### config.mk
export PLATFORM = sky130hd
export DESIGN_NAME = ascii_hex_frame_receiver
export DESIGN_NICKNAME = d
export VERILOG_FILES = /design/src/sv/ahfr_pkg.sv /design/src/sv/ascii_hex_frame_receiver.sv
export SDC_FILE = /design/constraint.sdc
export NUM_CORES = 1
export LEC_CHECK = 0
export BUFFER_PORTS_ARGS = -buffer_cell sky130_fd_sc_hd__clkbuf_2
export CORE_ASPECT_RATIO = 1.25
export CORE_UTILIZATION = 60
export DETAILED_ROUTE_END_ITERATION = 6
export PLACE_DENSITY = 0.8
export SLEW_MARGIN = 0
export SYNTH_ARGS = -nofsm -noshare
export SYNTH_HDL_FRONTEND = slang
export SYNTH_SLANG_ARGS = --single-unit
### constraint.sdc
create_clock -name clock -period 5.7 [get_ports clock]
set_input_delay 0.57 -clock clock [delete_from_list [all_inputs] [get_ports clock]]
set_output_delay 0.57 -clock clock [all_outputs]
set_load 0.01 [all_outputs]
### src/sv/ahfr_pkg.sv
`timescale 1ns / 1ps
`default_nettype none
package ahfr_pkg;

   localparam int MAX_FRAME_CHARS = 512;
   localparam int POS_W = 10;
   localparam int LEN_W = 12;

   localparam logic [7:0] START_BYTE = 8'h7E;
   localparam logic [7:0] END_BYTE = 8'h0D;
   localparam logic [POS_W-1:0] POS_LIMIT = POS_W'(MAX_FRAME_CHARS - 2);
   localparam logic [POS_W-1:0] HDR_CHARS = POS_W'(8);
   localparam int HEAD_CHARS = 12;
   localparam logic [LEN_W:0] HEAD_END = (LEN_W + 1)'(HEAD_CHARS);
   localparam logic [LEN_W:0] FRAME_END = (LEN_W + 1)'(HEAD_CHARS + 4);

   localparam logic [2:0] ST_OK = 3'd0;
   localparam logic [2:0] ST_LEN_BAD = 3'd1;
   localparam logic [2:0] ST_SUM_BAD = 3'd2;
   localparam logic [2:0] ST_END_POS = 3'd3;
   localparam logic [2:0] ST_NON_HEX = 3'd4;
   localparam logic [2:0] ST_OVERFLOW = 3'd5;

   typedef struct packed {
      logic       ok;
      logic [3:0] nib;
   } hex_type;

   function automatic hex_type hex_decode(input logic [7:0] c);
      hex_type h;
      h.ok = 1'b1;
      if (c >= 8'h30 && c <= 8'h39) begin
         h.nib = 4'(c - 8'h30);
      end else if (c >= 8'h41 && c <= 8'h46) begin
         h.nib = 4'(c - 8'h37);
      end else if (c >= 8'h61 && c <= 8'h66) begin
         h.nib = 4'(c - 8'h57);
      end else begin
         h.ok = 1'b0;
         h.nib = 4'd0;
      end
      return h;
   endfunction

endpackage
`default_nettype wire

### src/sv/ascii_hex_frame_receiver.sv
`timescale 1ns / 1ps
`default_nettype none
// channel  | ports                                    | direction
// request  | req_valid, req_ready, req_rx_byte        | in
// response | rsp_valid, rsp_ready, rsp_info_byte,     | out
//          | rsp_is_status, rsp_status, rsp_version,  |
//          | rsp_address, rsp_cid_one, rsp_cid_two,   |
//          | rsp_info_length                          |
// one character per cycle: frame state updates in the accepting cycle and
// any response lands in the output register, visible the next cycle
// req_ready is low only while a response is held and rsp_ready is low
// reset (synchronous) returns to hunting for the start byte

module ascii_hex_frame_receiver (
   input  wire logic                      clock,
   input  wire logic                      reset,
   input  wire logic                      req_valid,
   output logic                           req_ready,
   input  wire logic [7:0]                req_rx_byte,
   output logic                           rsp_valid,
   input  wire logic                      rsp_ready,
   output logic [7:0]                     rsp_info_byte,
   output logic                           rsp_is_status,
   output logic [2:0]                     rsp_status,
   output logic [7:0]                     rsp_version,
   output logic [7:0]                     rsp_address,
   output logic [7:0]                     rsp_cid_one,
   output logic [7:0]                     rsp_cid_two,
   output logic [ahfr_pkg::LEN_W-1:0]     rsp_info_length
);
   import ahfr_pkg::*;

   logic             in_frame_ff, in_frame_in;
   logic [POS_W-1:0] pos_ff, pos_in;
   logic [3:0]       high_nib_ff, high_nib_in;
   logic [7:0]       hdr_ff [4];
   logic [7:0]       hdr_in [4];
   logic [15:0]      length_ff, length_in;
   logic [15:0]      run_sum_ff, run_sum_in;
   logic [15:0]      rcv_sum_ff, rcv_sum_in;
   logic             bad_hex_ff, bad_hex_in;

   logic             rsp_valid_ff, rsp_valid_in;
   logic [7:0]       info_ff, info_in;
   logic             is_stat_ff, is_stat_in;
   logic [2:0]       stat_ff, stat_in;
   logic [7:0]       out_hdr_ff [4];
   logic [7:0]       out_hdr_in [4];
   logic [LEN_W-1:0] out_len_ff, out_len_in;

   logic             accept;
   logic             emit;
   hex_type          hx;
   logic [LEN_W-1:0] lenid;
   logic [LEN_W:0]   pos_ext;
   logic [5:0]       lsum;
   logic [3:0]       lchk;
   logic [15:0]      csum;
   logic [15:0]      sum_add;

   assign req_ready = !rsp_valid_ff || rsp_ready;
   assign accept = req_valid && req_ready;
   assign hx = hex_decode(req_rx_byte);
   assign lenid = length_ff[LEN_W-1:0];
   assign pos_ext = {3'b000, pos_ff};
   assign lsum = 6'(lenid[3:0]) + 6'(lenid[7:4]) + 6'(lenid[11:8]);
   assign lchk = 4'(6'd0 - lsum);
   assign csum = 16'd0 - run_sum_ff;
   assign sum_add = run_sum_ff + {8'd0, req_rx_byte};

   always_comb begin
      in_frame_in = in_frame_ff;
      pos_in = pos_ff;
      high_nib_in = high_nib_ff;
      hdr_in = hdr_ff;
      length_in = length_ff;
      run_sum_in = run_sum_ff;
      rcv_sum_in = rcv_sum_ff;
      bad_hex_in = bad_hex_ff;
      emit = 1'b0;
      info_in = 8'd0;
      is_stat_in = 1'b0;
      stat_in = ST_OK;
      if (accept) begin
         if (!in_frame_ff) begin
            if (req_rx_byte == START_BYTE) begin
               in_frame_in = 1'b1;
               pos_in = '0;
               high_nib_in = 4'd0;
               for (int i = 0; i < 4; i++) hdr_in[i] = 8'd0;
               length_in = 16'd0;
               run_sum_in = 16'd0;
               rcv_sum_in = 16'd0;
               bad_hex_in = 1'b0;
            end
         end else if (req_rx_byte == END_BYTE) begin
            emit = 1'b1;
            is_stat_in = 1'b1;
            in_frame_in = 1'b0;
            priority if (pos_ext != FRAME_END + {1'b0, lenid}) begin
               stat_in = ST_END_POS;
            end else if (bad_hex_ff) begin
               stat_in = ST_NON_HEX;
            end else if (lchk != length_ff[15:12]) begin
               stat_in = ST_LEN_BAD;
            end else if (csum != rcv_sum_ff) begin
               stat_in = ST_SUM_BAD;
            end else begin
               stat_in = ST_OK;
            end
         end else if (pos_ff >= POS_LIMIT) begin
            emit = 1'b1;
            is_stat_in = 1'b1;
            stat_in = ST_OVERFLOW;
            in_frame_in = 1'b0;
         end else begin
            pos_in = pos_ff + POS_W'(1);
            priority if (pos_ff < HDR_CHARS) begin
               run_sum_in = sum_add;
               bad_hex_in = bad_hex_ff || !hx.ok;
               if (!pos_ff[0]) begin
                  high_nib_in = hx.nib;
               end else begin
                  hdr_in[pos_ff[2:1]] = {high_nib_ff, hx.nib};
               end
            end else if (pos_ext < HEAD_END) begin
               run_sum_in = sum_add;
               bad_hex_in = bad_hex_ff || !hx.ok;
               length_in = {length_ff[11:0], hx.nib};
            end else if (pos_ext < HEAD_END + {1'b0, lenid}) begin
               run_sum_in = sum_add;
               bad_hex_in = bad_hex_ff || !hx.ok;
               if (!pos_ff[0]) begin
                  high_nib_in = hx.nib;
               end else begin
                  emit = 1'b1;
                  info_in = {high_nib_ff, hx.nib};
               end
            end else if (pos_ext < FRAME_END + {1'b0, lenid}) begin
               bad_hex_in = bad_hex_ff || !hx.ok;
               rcv_sum_in = {rcv_sum_ff[11:0], hx.nib};
            end else begin
               pos_in = pos_ff + POS_W'(1);
            end
         end
      end
   end

   always_comb begin
      rsp_valid_in = rsp_valid_ff;
      out_hdr_in = out_hdr_ff;
      out_len_in = out_len_ff;
      if (emit) begin
         rsp_valid_in = 1'b1;
         out_hdr_in = hdr_ff;
         out_len_in = lenid;
      end else if (rsp_ready) begin
         rsp_valid_in = 1'b0;
      end
   end

   always_ff @(posedge clock) begin
      if (reset) begin
         in_frame_ff <= 1'b0;
         pos_ff <= '0;
         high_nib_ff <= 4'd0;
         for (int i = 0; i < 4; i++) hdr_ff[i] <= 8'd0;
         length_ff <= 16'd0;
         run_sum_ff <= 16'd0;
         rcv_sum_ff <= 16'd0;
         bad_hex_ff <= 1'b0;
         rsp_valid_ff <= 1'b0;
      end else begin
         in_frame_ff <= in_frame_in;
         pos_ff <= pos_in;
         high_nib_ff <= high_nib_in;
         hdr_ff <= hdr_in;
         length_ff <= length_in;
         run_sum_ff <= run_sum_in;
         rcv_sum_ff <= rcv_sum_in;
         bad_hex_ff <= bad_hex_in;
         rsp_valid_ff <= rsp_valid_in;
      end
   end

   always_ff @(posedge clock) begin
      if (emit) begin
         info_ff <= info_in;
         is_stat_ff <= is_stat_in;
         stat_ff <= stat_in;
      end
      out_hdr_ff <= out_hdr_in;
      out_len_ff <= out_len_in;
   end

   assign rsp_valid = rsp_valid_ff;
   assign rsp_info_byte = info_ff;
   assign rsp_is_status = is_stat_ff;
   assign rsp_status = stat_ff;
   assign rsp_version = out_hdr_ff[0];
   assign rsp_address = out_hdr_ff[1];
   assign rsp_cid_one = out_hdr_ff[2];
   assign rsp_cid_two = out_hdr_ff[3];
   assign rsp_info_length = out_len_ff;

   // status responses carry no info byte, info responses carry ok status
   a_stat_info: assert property (@(posedge clock) disable iff (reset)
      rsp_valid && rsp_is_status |-> rsp_info_byte == 8'd0)
      else $error("status response with nonzero info byte");

   a_info_stat: assert property (@(posedge clock) disable iff (reset)
      rsp_valid && !rsp_is_status |-> rsp_status == ST_OK)
      else $error("info response with nonzero status");

   a_pos_bound: assert property (@(posedge clock) disable iff (reset)
      pos_ff <= POS_LIMIT)
      else $error("character position past frame limit");

   a_frame_exit: assert property (@(posedge clock) disable iff (reset)
      accept && in_frame_ff && rsp_valid_in && is_stat_in |=> !in_frame_ff)
      else $error("status response without leaving frame");

endmodule
`default_nettype wire
### Yosys cells after proc, flatten, opt, wreduce, memory -nomap -nowiden

Cells that the tools add are included.

* flip-flop bits (word level): 153
* bits of input ports: 12
* output and inout bits: 58
* logic and storage cells: 163

* add/sub/neg operators: 11
* magnitude comparators: 13
* equal/unequal tests: 18
* multiplexer cells: 76
* bitwise operators: 5
* reductions and logical operators: 20

Operator list (count)
* $mux W16: 19
* $mux W32: 6
* $mux W4: 11
* $mux W10: 4
* $bwmux W32: 1
* $mux W1: 27
* $lt A10 B13 Y1: 2
* $lt A10 B4 Y1 const B: 2
* $reduce_and A6 Y1: 3
* $add A16 B8 Y16: 1
* $demux W8 S2: 1
* $ge A8 B7 Y1 const B: 2
* $le A8 B7 Y1 const B: 2
* $ne A16 B16 Y1: 1
* $sub A1 B16 Y16 const A: 1
* $add A4 B12 Y13 const A: 1
* $add A5 B12 Y13 const A: 1
* $ne A10 B13 Y1: 1
* $mux W3: 4
* $add A10 B1 Y10 const B: 1
* $ge A10 B9 Y1 const B: 1
* $ne A2 B2 Y1 const B: 5
* $reduce_and A5 Y1: 2
* $add A4 B4 Y4: 2
* other kinds (27): 42

### Longest topological paths before layout

Gate-level depths: netlist of the first run.

* depth in word-level cells: 14
* depth in mapped cells: 14
* gate-level depth less buffers: 12

### Worst setup path after synthesis of the first run

Ideal clock, no wire load.

* kind: reg2reg
* start point: reg length_ff[4]
* end point: reg out_hdr_ff (netlist bit rsp_address[0]), enable pin
* library setup time: 0.415 ns
* arrival: 3.528 ns
* required time: 5.285 ns
* slack: 1.757 ns
* stages on the path, launching flop included: 11
* path buffers: 0
* clock period less this slack: 3.943 ns
* cells stage by stage: dfxtp_1 > ha_1 > nor2b_1 > nand3_1 > xor2_1 > ha_1 > a211oi_1 > o21ai_0 > o21ai_0 > nand4_1 > nand2_1

* cells in the longest elaborated chain, start to end: 9

Ends and longest elaborated chain
* start, declared: line ascii_hex_frame_receiver.sv:38 `logic [15:0] length_ff, length_in;`
* start signal, assigned: line ascii_hex_frame_receiver.sv:178 `length_ff <= length_in;`
* $add A4 B12 Y13: line ascii_hex_frame_receiver.sv:130 `end else if (pos_ext < HEAD_END + {1'b0, lenid}) begin`
* $lt A10 B13 Y1: line ascii_hex_frame_receiver.sv:130
* $mux W1: line ascii_hex_frame_receiver.sv:130
* $mux W1: line ascii_hex_frame_receiver.sv:126 `end else if (pos_ext < HEAD_END) begin`
* $mux W1: line ascii_hex_frame_receiver.sv:118 `priority if (pos_ff < HDR_CHARS) begin`
* $mux W1: line ascii_hex_frame_receiver.sv:111 `end else if (pos_ff >= POS_LIMIT) begin`
* $mux W1: line ascii_hex_frame_receiver.sv:96 `end else if (req_rx_byte == END_BYTE) begin`
* $mux W1: line ascii_hex_frame_receiver.sv:85 `if (!in_frame_ff) begin`
* $mux W1: line ascii_hex_frame_receiver.sv:84 `if (accept) begin`
* net emit: line ascii_hex_frame_receiver.sv:52 `logic emit;`
* end signal, assigned: line ascii_hex_frame_receiver.sv:192 `out_hdr_ff <= out_hdr_in;`
* end, declared: line ascii_hex_frame_receiver.sv:47 `logic [7:0] out_hdr_ff [4];`

The timed path passes the listed nets, and every way through them passes these cells.
A chain may end at the register's enable or synchronous reset.

### Worst setup path in the final report of the first run

* start point: reg length_ff[4]
* end point: reg out_len_ff[5] (netlist: rsp_info_length[5]), enable pin

* cells in the longest elaborated chain, start to end: 9

Ends and longest elaborated chain
* $add A4 B12 Y13: line ascii_hex_frame_receiver.sv:130
* $lt A10 B13 Y1: line ascii_hex_frame_receiver.sv:130
* $mux W1: line ascii_hex_frame_receiver.sv:130
* $mux W1: line ascii_hex_frame_receiver.sv:126
* $mux W1: line ascii_hex_frame_receiver.sv:118
* $mux W1: line ascii_hex_frame_receiver.sv:111
* $mux W1: line ascii_hex_frame_receiver.sv:96
* $mux W1: line ascii_hex_frame_receiver.sv:85
* $mux W1: line ascii_hex_frame_receiver.sv:84
* net emit: line ascii_hex_frame_receiver.sv:52
* end signal, assigned: line ascii_hex_frame_receiver.sv:193 `out_len_ff <= out_len_in;`
* end, declared: line ascii_hex_frame_receiver.sv:49 `logic [LEN_W-1:0] out_len_ff, out_len_in;`

The timed path passes the listed nets, and every way through them passes these cells.

==> impl_metrics.ini, run 1 <==
[critical_path]
critical_path_required_ns = 5.78
worst_r2r_startpoint = length_ff[4]
start_kind = register
crit_fanout = 32
worst_r2r_path_depth = 11
worst-r2r-setup-slack_ns = 1.27
critPathKind = register to register
worstPathArrival_ns = 4.51
crit_end = rsp_info_length[5]
regToRegEndpoint = rsp_info_length[5]
worstSetupEndpointType = register
critical_path_origin = length_ff[4]

[logic_synthesis]
synth_mux_area_share_pct = 5.774
synth-edff-count = 56
synth_compound_area_share_pct = 12.74
synth.distinct_cells = 74
post_synth_and_or_nand_nor_area_fraction_pct = 19.42
main_combinational_cell_family_by_area_after_synthesis = simple AND/OR/NAND/NOR gates
synth.cell_area_sq_um = 8061
synth_xor_xnor_area_share_pct = 5.820
synth_seq_cells = 153
synthTopCellsByArea = sky130_fd_sc_hd__dfxtp_1 24%, sky130_fd_sc_hd__edfxtp_1 21%, sky130_fd_sc_hd__ha_1 6.2%, sky130_fd_sc_hd__mux2i_1 5.2%, sky130_fd_sc_hd__xnor2_1 4.0%
synthDominantAreaCellType = sky130_fd_sc_hd__dfxtp_1
ys_top_cells_by_count = 97 x sky130_fd_sc_hd__dfxtp_1, 85 x sky130_fd_sc_hd__nand2_1, 65 x sky130_fd_sc_hd__nor2_1
synthMostInstantiatedCell = sky130_fd_sc_hd__dfxtp_1
yosysSeqAreaShare_pct = 44.95
synth.top_cell.area_share_pct = 24.09
syn_inst = 832
synth-main-ff-cell = sky130_fd_sc_hd__dfxtp_1
ys_async_rst_share_pct = 0
synth_fa_ha_area_share_pct = 7.202
synth.net_count = 888
yosysWarnings = 0
syn_avg_cell_area_sq_um = 9.689

[power]
vdd_drop_max_uv = 192.8
power.total_mw = 2.285
leakagePower_nw = 3.509
power_density_nw_per_um2 = 251.8

[clock_tree]
cts.path.max_buffers = 2
insertion_delay_ns = 0.43
cts_post_setup_buffers_inserted = 0
clk_root_buffer_cell = sky130_fd_sc_hd__clkbuf_16
postCtsResizedCells = 0
cts_made_buffers = 17
clk_transition_reported_paths_ns = 0.07
h-tree-depth = 4
cts.sink_count = 153
post_cts_hold_buffer_count = 0
tritoncts = done

[finish]
seq_area_sq_um = 3623
final_cell_count_no_fill = 1067
drive_above_1_share_pct = 15.18
post-route-util_pct = 68.89
area_of_combinational_cells_with_multiple_inputs_sq_um = 4110
fill_cells = 1064
nNetsFinal = 939
insertedDiodeCount = 0
syn2layout_area_growth_pct = 12.57

[placed_design]
routabilityCongestion = 0.8995
pre_cts_ws_ns = 1.383
port_buffers = 69
dpl.cell_count = 1035
dp_hpwl_microns = 13400

[timing]
rsz0062_at_grt = false
worst_pin_slew_ns = 1.155
post-route-period-util_pct = 77.63
final.setup.tns_ns = 0
number_of_hold_slack_violations_in_the_final_timing_report = 0
finalWorstPathRequiredPeriod_ns = 4.425
slew-limit-headroom_pct = 22.71
fmax_ghz = 0.2260
setup-violations-final = 0
maxSlewViolCount = 0
postLayoutSetupSlackWorst_ns = 1.275
clock_skew_ns = 0.01003

[drt]
met2WireLength_microns = 9899
routedWlPerCell_microns = 17.94
drc_errors = 0
dr_wl_met3_microns = 1141
first_pass_iters = 5
antenna_left = 0
route.detailed.vias_per_inst = 6.171
iteration_0_drc_markers = 462
via_count = 6584
finalWirelength_microns = 19140
drt-met1-wl_microns = 7385
top_layer = met4

[job]
timing.max_cap.violations = 0

[outcome]
status = finished clean

[global_routing]
grt_start_max_net_pins = 58
globalRouteTotalUtil_pct = 28.67
overflow = 0
number_of_global_route_vias_before_repair = 6389
antenna_violations_before_repair = 0
wire_length_of_the_first_global_routing_pass_microns = 31310

[hold_path]
timing.hold.worst_path_depth = 0
hold_class = register to register

[die]
die_height_microns = 131.6
boundaryPins = 70
starting_density_of_the_core_pct = 61.20
horizontal_extent_of_the_die_microns = 105.7
placement_rows = 47
coreArea_sq_um = 13170
die_area_sq_um = 13910
where the power goes:
part | total (mW) | switching [mW] | internal, mW
clock | 1.12 | 0.527 | 0.592
combinational | 0.0436 | 0.0312 | 0.0124
sequential | 1.12 | 0.000115 | 1.12
through the flow:
stage / area [sq um] / hold slack, ns
after floorplan: 8061 / 0.4029
after global placement: 8481 / 0.4112
after detailed placement: 8481 / 0.4170
after CTS: 9075 / 0.4353
after global routing: 9075 / 0.4448
final: 9075 / 0.4335
routing by layer:
layer	up-vias	track usage (%)
met5	-	0
met4	0	15.20
met3	63	4.911
met2	260	50.22
met1	3151	33.08
li1	3110	-
critical path: stages, from the launching register on:
cell	delay, ns
sky130_fd_sc_hd__dfxtp_1	0.52
sky130_fd_sc_hd__ha_1	0.31
sky130_fd_sc_hd__nor2b_1	0.32
sky130_fd_sc_hd__nand3_1	0.14
sky130_fd_sc_hd__xor2_1	0.17
sky130_fd_sc_hd__ha_1	0.31
sky130_fd_sc_hd__a211oi_1	0.32
sky130_fd_sc_hd__o21ai_0	0.20
sky130_fd_sc_hd__o21ai_0	0.51
sky130_fd_sc_hd__nand4_1	0.22
sky130_fd_sc_hd__nand2_2	0.53
sky130_fd_sc_hd__buf_4	0.49
layout make-up:
cell class	instances	area share, %
clock buffer	17	4.688
tap	171	2.358
sequential	153	39.93
timing repair buffer	76	4.384
clock inverter	15	1.861
inverter	36	1.489
multi-input combinational	599	45.29
flip-flops by register name, indices dropped and copies added, names as in the netlist, 3 cells and up:
register	count
rsp_cid_one	8
rsp_version	8
hdr_ff	32
length_ff	16
high_nib_ff	4
rsp_cid_two	8
rsp_status	3
pos_ff	10
rsp_info_length	12
rsp_address	8
rcv_sum_ff	16
run_sum_ff	16
rsp_info_byte	8
cells in the final DEF (no fill, tap or decap), drive strengths merged, types with 5 or more instances in the layout:
cell type,n
a31oi,6
a2111oi,10
xnor2,37
nor2,65
a21o,5
and2,11
ha,40
a211oi,7
o211ai,5
nand2,85
nand4,24
inv,45
a31o,6
o21ai,18
dfxtp,97
nand3,52
xor2,14
buf,7
edfxtp,56
clkbuf,86
nor3,17
nand2b,19
a21oi,58
nor4,8
mux2i,42
how the worst min path moves through the flow:
stage	from	to	slack, ns
5_1_grt	hdr_ff[12]	rsp_cid_one[4]	0.44
3_3_place_gp	hdr_ff[16]	rsp_address[0]	0.41
3_5_place_dp	hdr_ff[29]	rsp_version[5]	0.42
4_1_cts	hdr_ff[4]	rsp_cid_two[4]	0.44
2_1_floorplan	length_ff[6]	rsp_info_length[6]	0.40
6_report	hdr_ff[1]	rsp_cid_two[1]	0.43
cells by family (layout without fill, tap and decap cells):
family / Yosys count / count (layout)
AO/OA/AOI/OAI: 145 / 145
buffers and inverters: 80 / 144
AND/OR/NAND/NOR: 312 / 312
adder cells (fa/ha/maj): 44 / 44
XOR/XNOR: 52 / 52
multiplexers: 46 / 46
flip-flops: 153 / 153
No activity file was read; power rests on OpenSTA's default activity.
==> inputs of run 2 (changes only) <==
==> constraint.sdc (replaced) <==
create_clock -name clock -period 4.19 [get_ports clock]
set_input_delay 0.419 -clock clock [delete_from_list [all_inputs] [get_ports clock]]
set_output_delay 0.419 -clock clock [all_outputs]
set_load 0.01 [all_outputs]
==> run 2 against run 1 <==
Fmax rose by 20%. Count of clock-buffer cells in the layout unchanged. Worst setup slack worse by 0.78 ns. Largest cell class unchanged.
==> impl_metrics.ini, run 2 (synthesis results as in run 1) <==
[outcome]
status = finished clean

[critical_path]
critical_path_required_ns = 4.30
worst_r2r_startpoint = length_ff[4]
start_kind = register
critPathKind = register to register
worstSetupEndpointType = register
worst-r2r-setup-slack_ns = 0.50
worstPathArrival_ns = 3.81
regToRegEndpoint = rsp_is_status
crit_fanout = 47
worst_r2r_path_depth = 11

[global_routing]
wire_length_of_the_first_global_routing_pass_microns = 30870
grt_start_max_net_pins = 57
overflow = 0
grt.busiest_layer = met2
globalRouteMet3Util_pct = 4.018
number_of_global_route_vias_before_repair = 6268
groute.layer.met1.usage_pct = 33.17
antenna_violations_before_repair = 0
globalRouteTotalUtil_pct = 28.16
gr-usage-met2_pct = 49.60

[hold_path]
hold_start = req_valid
hold_class = primary input to register
timing.hold.worst_path_depth = 3
worst_hold_path.endpoint = in_frame_ff

[timing]
rsz0062_at_grt = false
worst_pin_slew_ns = 0.9653
setup-violations-final = 0
finalWorstPathRequiredPeriod_ns = 3.695
final.setup.tns_ns = 0
slew-limit-headroom_pct = 35.22
post-route-period-util_pct = 88.18
clock_skew_ns = 0.009600
fmax_ghz = 0.2707
number_of_hold_slack_violations_in_the_final_timing_report = 0
postLayoutSetupSlackWorst_ns = 0.4954
maxSlewViolCount = 0

[die]
placement_rows = 47
boundaryPins = 70
die_height_microns = 131.6
coreArea_sq_um = 13170
horizontal_extent_of_the_die_microns = 105.7
die_area_sq_um = 13910
starting_density_of_the_core_pct = 61.20

[power]
power_density_nw_per_um2 = 342.4
leakagePower_nw = 3.569
vdd_drop_max_uv = 236.1

[finish]
layout.cells.most_common = sky130_fd_sc_hd__dfxtp_1
post-route-util_pct = 69.60
top_register = hdr_ff
syn2layout_area_growth_pct = 13.72
mostFrequentLayoutCells = 97 x sky130_fd_sc_hd__dfxtp_1, 84 x sky130_fd_sc_hd__nand2_1, 69 x sky130_fd_sc_hd__clkbuf_2, 65 x sky130_fd_sc_hd__nor2_1, 57 x sky130_fd_sc_hd__a21oi_1
finalInstanceArea_sq_um = 9168
drive_above_1_share_pct = 15.74
largest_register_ffs = 32
final_cell_count_no_fill = 1073
nNetsFinal = 945
insertedDiodeCount = 0

[drt]
route.detailed.vias_per_inst = 6.019
drc_errors = 0
routedWlPerCell_microns = 17.47
iteration_0_drc_markers = 346
antenna_left = 0
first_pass_iters = 5
via_count = 6458
finalWirelength_microns = 18750

[clock_tree]
cts.sink_count = 153
cts_post_setup_buffers_inserted = 0
cts.path.max_buffers = 2
clk_root_buffer_cell = sky130_fd_sc_hd__clkbuf_16
cts_made_buffers = 17
insertion_delay_ns = 0.43
clk_transition_reported_paths_ns = 0.07
tritoncts = done
h-tree-depth = 4
post_cts_hold_buffer_count = 0
postCtsResizedCells = 0

[placed_design]
routabilityCongestion = 0.9037
pre_cts_ws_ns = 0.5593
dpl.cell_count = 1041
detailed_place.area_sq_um = 8538
port_buffers = 69
dp_hpwl_microns = 13030

[job]
timing.max_cap.violations = 0
==> run 2: changes by cell type in the layout (fill, tap and decap cells not counted), sizes merged <==
cell,delta
buf,+6
clkinv,+7
clkinvlp,-2
inv,-5
==> run 2: metal layers <==
metal  vias to the layer above  share of wire, %
met5                         -                 0
met4                         0               3.3
met3                        48               4.8
met2                       208                52
met1                      3075                40
li1                       3127                 -
==> run 2: stage by stage <==
step                total power, mW  hold WS (ns)
floorplan                     1.597        0.4029
CTS                           3.155        0.3185
global route                  3.217        0.3448
detailed placement            1.620        0.4180
global placement              1.620        0.4141
finish                        3.139        0.3194
==> run 2: critical path: stages, from the launching register on <==
cell and delay (ns):
sky130_fd_sc_hd__dfxtp_1 0.52, sky130_fd_sc_hd__ha_1 0.32, sky130_fd_sc_hd__nor2b_1 0.31, sky130_fd_sc_hd__nand3_1 0.13, sky130_fd_sc_hd__xor2_1 0.17, sky130_fd_sc_hd__ha_1 0.30
sky130_fd_sc_hd__a211oi_1 0.22, sky130_fd_sc_hd__o21ai_0 0.17, sky130_fd_sc_hd__o21ai_0 0.39, sky130_fd_sc_hd__nand4_1 0.21, sky130_fd_sc_hd__nand2_2 0.31, sky130_fd_sc_hd__buf_12 0.29
==> run 2: area by class of cell <==
cell class | count | area [sq um]
Tap cell | 171 | 214.0
Fill cell | 1036 | 4005
Clock inverter | 15 | 203.9
Timing Repair Buffer | 82 | 455.4
Clock buffer | 17 | 425.4
Multi-Input combinational cell | 599 | 4110
Inverter | 36 | 135.1
Sequential cell | 153 | 3623
==> run 2: worst max path at each step <==
stage                 startpoint        endpoint  slack [ns]
floorplan           length_ff[4]  rsp_address[0]        0.25
global placement    length_ff[4]  rsp_version[7]        0.63
detailed placement  length_ff[4]  rsp_cid_two[1]        0.56
CTS                 length_ff[4]  rsp_cid_one[4]        0.52
global route        length_ff[4]  rsp_cid_one[5]        0.11
finish              length_ff[4]   rsp_is_status        0.50
==> run 2: where the power goes <==
part           switching (mW)  internal (mW)  total, mW
Clock                   0.735          0.818       1.55
Sequential           0.000158           1.53       1.53
Combinational          0.0421         0.0173     0.0594
==> inputs of run 3 (changes only) <==
--- a/config.mk
+++ b/config.mk
@@ -9,6 +9,7 @@
 export CORE_ASPECT_RATIO = 1.25
 export CORE_UTILIZATION = 60
 export DETAILED_ROUTE_END_ITERATION = 6
+export GPL_TIMING_DRIVEN = 0
 export PLACE_DENSITY = 0.8
 export SLEW_MARGIN = 0
 export SYNTH_ARGS = -nofsm -noshare
==> run 3 against run 2 <==
Cell area rose by 0.96%. Via count rose by 3.0%. Fmax fell by 2.4%. Sequential power barely moved. Critical path depth did not move. First-iteration DRC count rose by 16%. Count of clock-buffer cells in the layout rose by 2. Utilization rose by 0.66 points. Global-route usage rose by 1.3 points.
==> impl_metrics.ini, run 3 (synthesis results as in run 1) <==
[finish]
drive_above_1_share_pct = 15.10
final_cell_count_no_fill = 1105
area_of_combinational_cells_with_multiple_inputs_sq_um = 4119
layout.cells.most_common = sky130_fd_sc_hd__dfxtp_1
nNetsFinal = 977
seq_area_sq_um = 3623
largest_register_ffs = 32
fill_cells = 1034
top_register = hdr_ff
syn2layout_area_growth_pct = 14.81
insertedDiodeCount = 0
mostFrequentLayoutCells = 97 x sky130_fd_sc_hd__dfxtp_1, 84 x sky130_fd_sc_hd__nand2_1, 69 x sky130_fd_sc_hd__clkbuf_2, 65 x sky130_fd_sc_hd__nor2_1, 57 x sky130_fd_sc_hd__a21oi_1

[clock_tree]
clk_transition_reported_paths_ns = 0.07
cts.sink_count = 153
h-tree-depth = 4
clk_root_buffer_cell = sky130_fd_sc_hd__clkbuf_16
tritoncts = done
cts.path.max_buffers = 2
cts_post_setup_buffers_inserted = 0
cts_made_buffers = 17
insertion_delay_ns = 0.44
post_cts_hold_buffer_count = 0

[global_routing]
number_of_global_route_vias_before_repair = 6377
overflow = 0
antenna_violations_before_repair = 0
wire_length_of_the_first_global_routing_pass_microns = 31840
grt_start_max_net_pins = 36
globalRouteTotalUtil_pct = 29.50

[drt]
drc_errors = 0
antenna_left = 0
via_count = 6652
route.detailed.vias_per_inst = 6.020
iteration_0_drc_markers = 401
routedWlPerCell_microns = 18.03
first_pass_iters = 5
finalWirelength_microns = 19920

[die]
die_height_microns = 131.6
boundaryPins = 70
die_area_sq_um = 13910
placement_rows = 47
coreArea_sq_um = 13170
horizontal_extent_of_the_die_microns = 105.7
starting_density_of_the_core_pct = 61.20

[critical_path]
worstPathArrival_ns = 3.92
critPathKind = register to register
start_kind = register
crit_fanout = 35
critical_path_required_ns = 4.32
worstSetupEndpointType = register

[power]
power_density_nw_per_um2 = 339.2
vdd_drop_max_uv = 254.1
leakagePower_nw = 3.598

[timing]
slew-limit-headroom_pct = 27.33
post-route-period-util_pct = 90.39
clock_skew_ns = 0.007009
final.setup.tns_ns = 0
number_of_hold_slack_violations_in_the_final_timing_report = 0
fmax_ghz = 0.2640
maxSlewViolCount = 0
rsz0062_at_grt = false
setup-violations-final = 0
worst_pin_slew_ns = 1.063
finalWorstPathRequiredPeriod_ns = 3.787

[placed_design]
dpl.cell_count = 1073
dp_hpwl_microns = 14410
routabilityCongestion = 0.9154
port_buffers = 69

[outcome]
status = finished clean

[hold_path]
hold_class = primary input to register

[job]
timing.max_cap.violations = 0
[run 3: changes by cell type in the layout (fill, tap and decap cells not counted), moves of 2 or more]
| cell | delta |
|---|---|
| sky130_fd_sc_hd__clkbuf_1 | +30 |
| sky130_fd_sc_hd__buf_4 | -8 |
| sky130_fd_sc_hd__clkinv_8 | -7 |
| sky130_fd_sc_hd__buf_2 | +6 |
| sky130_fd_sc_hd__inv_6 | +6 |
| sky130_fd_sc_hd__buf_1 | +4 |
| sky130_fd_sc_hd__inv_8 | -2 |
[run 3: repair_timing]
item,4_1_cts,5_1_grt
pin swaps,0,0
setup endpoints to repair,28,35
resized for setup,1,2
[run 3: worst max-delay path, stage by stage, from the launching register on]
cell	delay [ns]
sky130_fd_sc_hd__dfxtp_1	0.57
sky130_fd_sc_hd__ha_1	0.33
sky130_fd_sc_hd__nor2b_1	0.36
sky130_fd_sc_hd__nand3_1	0.15
sky130_fd_sc_hd__xor2_1	0.17
sky130_fd_sc_hd__ha_1	0.30
sky130_fd_sc_hd__a211oi_1	0.25
sky130_fd_sc_hd__o21ai_0	0.25
sky130_fd_sc_hd__o21ai_2	0.27
sky130_fd_sc_hd__nand4_1	0.21
sky130_fd_sc_hd__nand2_4	0.33
sky130_fd_sc_hd__buf_12	0.26
[run 3: per-stage QoR]
step / hold slack [ns] / utilization [%] / cell area, sq um / power [mW] / setup slack (ns)
after floorplan: 0.4029 / - / 8061 / 1.597 / 0.2470
after detailed placement: 0.4144 / 65.62 / 8643 / 1.621 / 0.01584
after global routing: 0.3607 / 70.26 / 9255 / 3.218 / 0.1103
after CTS: 0.3561 / 70.23 / 9251 / 3.148 / 0.1200
after global placement: 0.4117 / 65.44 / 8621 / 1.620 / -0.8953
final: 0.3572 / 70.26 / 9255 / 3.139 / 0.4026
[run 3: final cells by class]
| cell class | count | area share (%) |
|---|---|---|
| clock buffers | 19 | 4.907 |
| inverters | 36 | 1.460 |
| plain buffers | 44 | 2.109 |
| well taps | 171 | 2.312 |
| repair buffers | 70 | 3.948 |
| multi-input cells | 599 | 44.50 |
| clock inverters | 13 | 1.609 |
| flip-flops and latches | 153 | 39.15 |
[run 3: power by group]
| part | internal (mW) | switching, mW | leakage [nW] |
|---|---|---|---|
| combinational | 0.0173 | 0.0432 | 1.93 |
| sequential | 1.53 | 0.000114 | 1.37 |
| clock | 0.881 | 0.669 | 0.294 |
[run 3: worst paths after layout]
kind / slack (ns) / start / cells past startpoint / endpoint
setup / recovery: 0.40 / length_ff[4] / 11 / rsp_status[0]
hold / removal: 0.36 / req_valid / 3 / in_frame_ff
setup reg to reg: 0.40 / length_ff[4] / 11 / rsp_status[0]
hold reg to reg: 0.43 / hdr_ff[22] / 0 / rsp_address[6]
[run 3: layer usage]
layer	track usage (%)	share of wire (%)	up-vias
li1	-	-	3181
met1	34.81	39	3133
met2	50.69	51	266
met3	5.060	5.0	72
met4	15.90	4.3	0
met5	0	0	-
